$ cat config.mk
export PLATFORM = sky130hd
export DESIGN_NAME = name_keyed_directory_table
export DESIGN_NICKNAME = d
export VERILOG_FILES = /design/src/ndt_pkg.sv /design/src/ndt_ram.sv /design/src/ndt_ctrl.sv /design/src/name_keyed_directory_table.sv
export SDC_FILE = /design/constraint.sdc
export NUM_CORES = 1
export LEC_CHECK = 0
export ABC_AREA = 1
export BUFFER_PORTS_ARGS = -buffer_cell sky130_fd_sc_hd__buf_2
export CAP_MARGIN = 40
export CORE_MARGIN = 1
export CORE_UTILIZATION = 45
export DETAILED_ROUTE_END_ITERATION = 10
export SETUP_SLACK_MARGIN = 0.3
export SYNTH_ARGS = -nofsm -noshare
export SYNTH_HDL_FRONTEND = slang
export SYNTH_SLANG_ARGS = --single-unit
export TNS_END_PERCENT = 10
$ cat constraint.sdc
create_clock -name clk -period 13.6 [get_ports clk]
set_input_delay 1.36 -clock clk [delete_from_list [all_inputs] [get_ports clk]]
set_output_delay 1.36 -clock clk [all_outputs]
set_load 0.05 [all_outputs]
$ cat src/ndt_pkg.sv
// ----------------------------------------------------------------------------
// ndt_pkg
// Shared types, constants and helpers for the name keyed directory table.
// ----------------------------------------------------------------------------
package ndt_pkg;

  localparam int ENTRIES     = 16;
  localparam int NAME_BYTES  = 8;
  localparam int SECTOR_BITS = 10;

  localparam int IDX_W = (ENTRIES > 1) ? $clog2(ENTRIES) : 1;
  localparam int CNT_W = $clog2(ENTRIES + 1);

  typedef enum logic [1:0] {
    REQ_FIND   = 2'd0,
    REQ_ADD    = 2'd1,
    REQ_REMOVE = 2'd2
  } req_code_t;

  typedef enum logic [1:0] {
    ST_OK        = 2'd0,
    ST_NOT_FOUND = 2'd1,
    ST_PRESENT   = 2'd2,
    ST_FULL      = 2'd3
  } status_t;

  typedef struct packed {
    logic [1:0]  req_type;
    logic [63:0] key_name;
    logic [9:0]  sector_number;
  } req_t;

  typedef struct packed {
    logic [1:0] status;
    logic [3:0] entry_index;
    logic [9:0] entry_sector;
    logic [4:0] used_count;
  } rsp_t;

  // One directory entry as held in the entry RAM.
  typedef struct packed {
    logic [63:0]            name;
    logic [SECTOR_BITS-1:0] sector;
  } entry_t;

  localparam int ENTRY_W = $bits(entry_t);

  // Entry RAM access from the controller.
  typedef struct packed {
    logic               we;
    logic [IDX_W-1:0]   waddr;
    entry_t             wdata;
    logic [IDX_W-1:0]   raddr;
  } ram_cmd_t;

  // Keep bytes up to the first NUL within NAME_BYTES; clear the rest.
  function automatic logic [63:0] normalize(input logic [63:0] name);
    logic [63:0] out;
    logic        alive;
    out   = '0;
    alive = 1'b1;
    for (int pos = 0; pos < 8; pos++) begin
      if (pos >= NAME_BYTES || name[8*pos +: 8] == 8'd0) begin
        alive = 1'b0;
      end
      if (alive) begin
        out[8*pos +: 8] = name[8*pos +: 8];
      end
    end
    return out;
  endfunction

endpackage

$ cat src/ndt_ram.sv
// ----------------------------------------------------------------------------
// ndt_ram
// Generic single write port, single read port RAM with registered read data.
// ----------------------------------------------------------------------------
module ndt_ram #(
  parameter int WIDTH = 8,
  parameter int DEPTH = 16
) (
  input  logic                                    clk,
  input  logic                                    we,
  input  logic [((DEPTH > 1) ? $clog2(DEPTH) : 1)-1:0] waddr,
  input  logic [WIDTH-1:0]                        wdata,
  input  logic [((DEPTH > 1) ? $clog2(DEPTH) : 1)-1:0] raddr,
  output logic [WIDTH-1:0]                        rdata
);

  logic [WIDTH-1:0] mem [DEPTH];

  always_ff @(posedge clk) begin
    if (we) begin
      mem[waddr] <= wdata;
    end
    rdata <= mem[raddr];
  end

endmodule

$ cat src/ndt_ctrl.sv
// ----------------------------------------------------------------------------
// ndt_ctrl
// Scan sequencer: walks the entry RAM once per transaction, matches the key,
// finds the first free entry, then commits the update and issues the result.
// ----------------------------------------------------------------------------
module ndt_ctrl (
  input  logic              clk,
  input  logic              rst,
  input  logic              start,
  input  ndt_pkg::req_t     req,
  output logic              busy,
  output logic              done,
  output ndt_pkg::rsp_t     rsp,
  output ndt_pkg::ram_cmd_t ram_cmd,
  input  ndt_pkg::entry_t   ram_rdata
);

  typedef enum logic [1:0] {
    S_IDLE,
    S_SCAN,
    S_FINISH
  } state_t;

  state_t state;

  logic [ndt_pkg::ENTRIES-1:0]     valid;
  logic [ndt_pkg::CNT_W-1:0]       used;
  logic [ndt_pkg::CNT_W-1:0]       cnt;
  logic                            chk;
  logic [ndt_pkg::IDX_W-1:0]       chk_idx;

  logic [1:0]                      op_type;
  logic [63:0]                     op_key;
  logic [ndt_pkg::SECTOR_BITS-1:0] op_sector;

  logic                            hit;
  logic [ndt_pkg::IDX_W-1:0]       hit_idx;
  logic [ndt_pkg::SECTOR_BITS-1:0] hit_sector;
  logic                            free_found;
  logic [ndt_pkg::IDX_W-1:0]       free_idx;

  logic                            scan_more;
  logic                            match;

  // FINISH-cycle decisions
  logic                            add_ok;
  logic                            rem_ok;
  logic [1:0]                      status_next;
  logic [ndt_pkg::IDX_W-1:0]       index_next;
  logic [ndt_pkg::SECTOR_BITS-1:0] sector_next;
  logic [ndt_pkg::CNT_W-1:0]       used_next;

  assign busy      = (state != S_IDLE);
  assign scan_more = (cnt < ndt_pkg::CNT_W'(ndt_pkg::ENTRIES));
  assign match     = chk && valid[chk_idx] && (ram_rdata.name == op_key);

  always_comb begin
    add_ok      = 1'b0;
    rem_ok      = 1'b0;
    status_next = ndt_pkg::ST_NOT_FOUND;
    index_next  = '0;
    sector_next = '0;
    case (op_type)
      ndt_pkg::REQ_ADD: begin
        if (hit) begin
          status_next = ndt_pkg::ST_PRESENT;
        end else if (free_found) begin
          add_ok      = 1'b1;
          status_next = ndt_pkg::ST_OK;
          index_next  = free_idx;
        end else begin
          status_next = ndt_pkg::ST_FULL;
        end
      end
      ndt_pkg::REQ_REMOVE: begin
        if (hit) begin
          rem_ok      = 1'b1;
          status_next = ndt_pkg::ST_OK;
          index_next  = hit_idx;
        end
      end
      default: begin
        // find, and the unused code, which behaves as find
        if (hit) begin
          status_next = ndt_pkg::ST_OK;
          index_next  = hit_idx;
          sector_next = hit_sector;
        end
      end
    endcase
    if (add_ok) begin
      used_next = used + ndt_pkg::CNT_W'(1);
    end else if (rem_ok) begin
      used_next = used - ndt_pkg::CNT_W'(1);
    end else begin
      used_next = used;
    end
  end

  always_comb begin
    ram_cmd.we           = (state == S_FINISH) && add_ok;
    ram_cmd.waddr        = free_idx;
    ram_cmd.wdata.name   = op_key;
    ram_cmd.wdata.sector = op_sector;
    ram_cmd.raddr        = cnt[ndt_pkg::IDX_W-1:0];
  end

  always_ff @(posedge clk) begin
    if (rst) begin
      state      <= S_IDLE;
      valid      <= '0;
      used       <= '0;
      cnt        <= '0;
      chk        <= 1'b0;
      hit        <= 1'b0;
      free_found <= 1'b0;
      done       <= 1'b0;
    end else begin
      done <= 1'b0;
      unique case (state)
        S_IDLE: begin
          if (start) begin
            op_type    <= req.req_type;
            op_key     <= ndt_pkg::normalize(req.key_name);
            op_sector  <= ndt_pkg::SECTOR_BITS'(req.sector_number);
            cnt        <= '0;
            chk        <= 1'b0;
            hit        <= 1'b0;
            free_found <= 1'b0;
            state      <= S_SCAN;
          end
        end
        S_SCAN: begin
          // read issued at cnt, compared in the following cycle at chk_idx
          chk     <= scan_more;
          chk_idx <= cnt[ndt_pkg::IDX_W-1:0];
          if (scan_more) begin
            cnt <= cnt + ndt_pkg::CNT_W'(1);
          end
          if (match && !hit) begin
            hit        <= 1'b1;
            hit_idx    <= chk_idx;
            hit_sector <= ram_rdata.sector;
          end
          if (chk && !valid[chk_idx] && !free_found) begin
            free_found <= 1'b1;
            free_idx   <= chk_idx;
          end
          if (!scan_more && !chk) begin
            state <= S_FINISH;
          end
        end
        S_FINISH: begin
          if (add_ok) begin
            valid[free_idx] <= 1'b1;
          end
          if (rem_ok) begin
            valid[hit_idx] <= 1'b0;
          end
          used             <= used_next;
          rsp.status       <= status_next;
          rsp.entry_index  <= 4'(index_next);
          rsp.entry_sector <= 10'(sector_next);
          rsp.used_count   <= 5'(used_next);
          done             <= 1'b1;
          state            <= S_IDLE;
        end
        default: begin
          state <= S_IDLE;
        end
      endcase
    end
  end

endmodule

$ cat src/name_keyed_directory_table.sv
// ----------------------------------------------------------------------------
// name_keyed_directory_table
// Fixed directory table: find, add and remove entries keyed by a NUL-padded
// name. Names and sectors live in one entry RAM; valid marks in flops.
//
//   channel   signals              transfer
//   request   start, busy, req     taken when start && !busy
//   result    done, rsp            done high for one cycle, no backpressure
//
// Each transaction scans the table with one RAM read per entry through the
// single read port, drains the read pipeline, then commits the update in the
// FINISH state and raises done. A new request may be accepted in the cycle done is high.
// Reset clears the valid marks and the used count; RAM contents stay as is.
// ----------------------------------------------------------------------------
module name_keyed_directory_table (
  input  logic          clk,
  input  logic          rst,
  input  logic          start,
  input  ndt_pkg::req_t req,
  output logic          busy,
  output logic          done,
  output ndt_pkg::rsp_t rsp
);

  ndt_pkg::ram_cmd_t ram_cmd;
  ndt_pkg::entry_t   ram_rdata;

  ndt_ctrl u_ctrl (
    .clk       (clk),
    .rst       (rst),
    .start     (start),
    .req       (req),
    .busy      (busy),
    .done      (done),
    .rsp       (rsp),
    .ram_cmd   (ram_cmd),
    .ram_rdata (ram_rdata)
  );

  ndt_ram #(
    .WIDTH (ndt_pkg::ENTRY_W),
    .DEPTH (ndt_pkg::ENTRIES)
  ) u_entry_ram (
    .clk   (clk),
    .we    (ram_cmd.we),
    .waddr (ram_cmd.waddr),
    .wdata (ram_cmd.wdata),
    .raddr (ram_cmd.raddr),
    .rdata (ram_rdata)
  );

endmodule

==> out/qor_table.md <==
| Parameter | Value |
| --- | --- |
| Status | finished with violations |
| Failing checks | design-rule violations |
| Time the worst path needs with I/O delays and setup | 4.10 ns |
| Number of unique standard cell types used by synthesis | 39 |
| Syn. warnings | 0 |
| Hold_buf cts | 0 |
| Core area | 122000 µm² |
| Wire length after detailed routing | 138000 µm |
| Post-cts resize count | 0 |
| Standard cell area after detailed placement | 57900 µm² |
| Dominant combinational cell family by area after synthesis | simple AND/OR/NAND/NOR gates |
| Compound-cell area share of the yosys netlist | 0.0920 |
| Area growth from synthesis to final layout | 12.9% |
| DR DRC count | 2 |
| Power Density | 151 nW/µm² |
| Buffers & Inverters on Critical Path | 3 |
| Required time of the critical path | 14.30 ns |
| Setup repair after global routing missed its margin | no |
| Vias per std cell | 5.51 |
| Die Wd | 353 µm |
| Worst hold-check path type | reg -> reg |
| Vertical die dimension | 353 µm |
| Detailed-router iteration count before antenna repair | 9 |
| Area of all placed cells without fillers | 62700 µm² |
| Area share of and/or/nand/nor cells after synthesis | 0.121 |
| Crit path max-delay family | buffers and inverters |
| Element type at the critical path start | flip-flop |
| CTS Buf Count | 145 |
| Flip-flop and latch count after synthesis | 1409 |
| Syn avg cell area | 12.4 µm² |
| Max Buffers Root-to-Sink | 3 |
| Adder and majority cell fraction of the synthesized area | 0.000676 |
| Routed vias | 34700 |
| Most used cell along the critical path | buf_4 |
| Gate count after technology mapping | 4469 |
| Aggregate global-route resource usage | 0.219 |
| I/O pin count | 102 |
| Final Power | 9.47 mW |
| CTS tree | built |
| Least-Margin Pin Slew | 1.33 ns |
| Number of port buffers | 101 |
| 1st-iter DRT viols | 3468 |
| Synthesized-area fraction occupied by xor and xnor cells | 0.00236 |
| Crit-path max cell delay | 0.87 ns |
| Clock Pin Slew Worst Setup and Hold Paths | 0.06 ns |
| Arrival time of the worst setup path | 4.79 ns |
| Layout cells sized above 1 | 0.0946 |
| Placer's final routability congestion estimate | 0.819 |
| Mapped cell area | 55600 µm² |
| Final worst clock skew | 0.0193 ns |
| Routed length per instance | 22.0 µm |
| Cell at the root of the clock tree | clkbuf_16 |
| Commonest non-fill, non-tap cells in the layout | 1303 x edfxtp_1, 1091 x nor2_1, 429 x o21ai_0, 409 x nand2_1, 240 x inv_1 |
| Worst setup path category | reg -> reg |
| Worst-path maximum fanout | 92 |
| Peak supply drop | 135 µV |
| Total negative slack | 0 ns |
| Cell at the slowest stage of the critical path | dfxtp_4 |
| Leading cell type in the layout, fill and taps excluded | edfxtp_1 |
| Post-route ant nets | 0 |
| Number of inserted filler cells in the final layout | 10500 |
| Antenna violations before repair | 2 |
| Timing-limited maximum frequency | 0.244 GHz |
| Die Footprint | 125000 µm² |
| Number of sinks driven by the clock tree | 1409 |
| Net count of the finished layout | 4632 |
| Clock latency on the worst-skew pair | 0.76 ns |
| Number of placed instances with taps included | 6028 |
| Starting Density | 0.455 |
| Portion of the clock cycle consumed by the worst path in the final layout | 0.301 |
| Post-layout instance count excluding filler cells | 6300 |
| Multiplexer fraction of the synthesized cell area | 0 |
| Global-route wire length before repair | 208000 µm |
| Net count after synthesis | 4551 |
| Largest net degree at the start of global routing | 308 |
| Setup-violating endpoint count in the final report | 0 |
| Leakage power | 21.5 nW |
| Number of max-capacitance violations reported | 0 |
| Post-CTS Setup Bufs | 0 |
| Seq/Total Area, Yosys | 0.743 |
| Number of global-route vias before repair | 32900 |
| CTS HTree Levels | 4 |
| Number of placement rows | 128 |
| Critical Path, Cell by Cell | buf_4 > buf_4 > buf_4 > nor2_1 > nor2_1 > o21ai_0 > o21ai_1 > o211ai_1 > nand3_1 |
| Dpl hpwl | 75700 µm |
| Kind of end point of the critical path | flip-flop |
| Worst-case headroom to the max-slew limit | 0.114 |
| Remaining Overflow, GRT | 0 |
| Max-slew violation count | 0 |
| Final number of hold-violating endpoints | 0 |
| Final Hold Slack | 0.400 ns |
where the power goes:
part           internal [mW]  leakage, nW  switching [mW]  total [mW]
Clock                   2.36         2.38            1.66        4.02
Sequential              4.77         12.6          0.0793        4.85
Combinational          0.197         6.55           0.414       0.611
Total                   7.32         21.5            2.15        9.47
kinds of logic after synthesis:
group,after synthesis
AND/OR/NAND/NOR,1713
adder cells (fa/ha/maj),3
AO/OA/AOI/OAI,832
flip-flops,1409
buffers and inverters,497
XOR/XNOR,15
sequential cells by signal (all words and copies together), names as in the netlist:
name	flops
u_ctrl.state	2
u_ctrl.valid	16
u_ctrl.rsp	21
u_ctrl.chk_idx	4
u_ctrl.hit	1
u_ctrl.free_found	1
u_ctrl.free_idx	4
u_ctrl.cnt	5
u_ctrl.chk	1
u_ctrl.op_key	64
u_entry_ram.mem	1184
u_ctrl.hit_sector	10
u_ctrl.hit_idx	4
u_ctrl.op_type	2
u_ctrl.used	5
u_ctrl.op_sector	10
u_entry_ram.rdata	74
u_ctrl.done	1
per-layer routing:
metal | part of all wire | track usage | up-vias
met5 | 0.000094 | 0 | -
met2 | 0.48 | 0.361 | 1040
met1 | 0.44 | 0.305 | 17400
met4 | 0.022 | 0.0619 | 2
li1 | - | - | 16100
met3 | 0.056 | 0.0299 | 196
final timing paths:
check / from / end / slack [ns] / cells after the start
setup / recovery: u_ctrl.cnt[0] / u_entry_ram.rdata[35] / 9.50 / 9
hold / removal: u_entry_ram.rdata[0] / u_ctrl.hit_sector[0] / 0.40 / 0
setup reg to reg: u_ctrl.cnt[0] / u_entry_ram.rdata[35] / 9.50 / 9
hold reg to reg: u_entry_ram.rdata[0] / u_ctrl.hit_sector[0] / 0.40 / 0
through the flow:
step | setup WS [ns] | util
after floorplan | 7.10 | -
after global placement | 9.53 | 0.470
after detailed placement | 9.55 | 0.474
after CTS | 9.53 | 0.514
after global routing | 9.17 | 0.514
final | 9.50 | 0.514
layout make-up:
type | count | area (µm²) | share of cell area
diodes | 1 | 2.50 | 0.0000399
inverters | 246 | 956 | 0.0152
repair buffers | 185 | 1500 | 0.0239
clock buffers | 202 | 4090 | 0.0651
multi-input cells | 2563 | 12200 | 0.194
well taps | 1625 | 2030 | 0.0324
clock inverters | 69 | 753 | 0.0120
flip-flops and latches | 1409 | 41300 | 0.658
cells in the mapped netlist (all sizes together):
master	number	area [µm²]
edfxtp	1303	39100
nor2	1109	4180
o21ai	506	2530
nand2	410	1540
inv	246	928
nand3	156	786
o211ai	149	1120
o32ai	148	1300
clkbuf	136	510
buf	115	841
dfxtp	106	2120
a21oi	19	95.1
nand4	18	119
xnor2	11	96.3
nor3	9	50.1
nor4	5	31.3
o22ai	4	25.0
or2	4	25.0
xor2	4	35.0
ha	3	37.5
a211oi	2	15.0
o31ai	2	15.0
nand3b	1	7.51
nor3b	1	7.51
o21a	1	7.51
o21bai	1	7.51
Power figures use the tool's default switching activity.
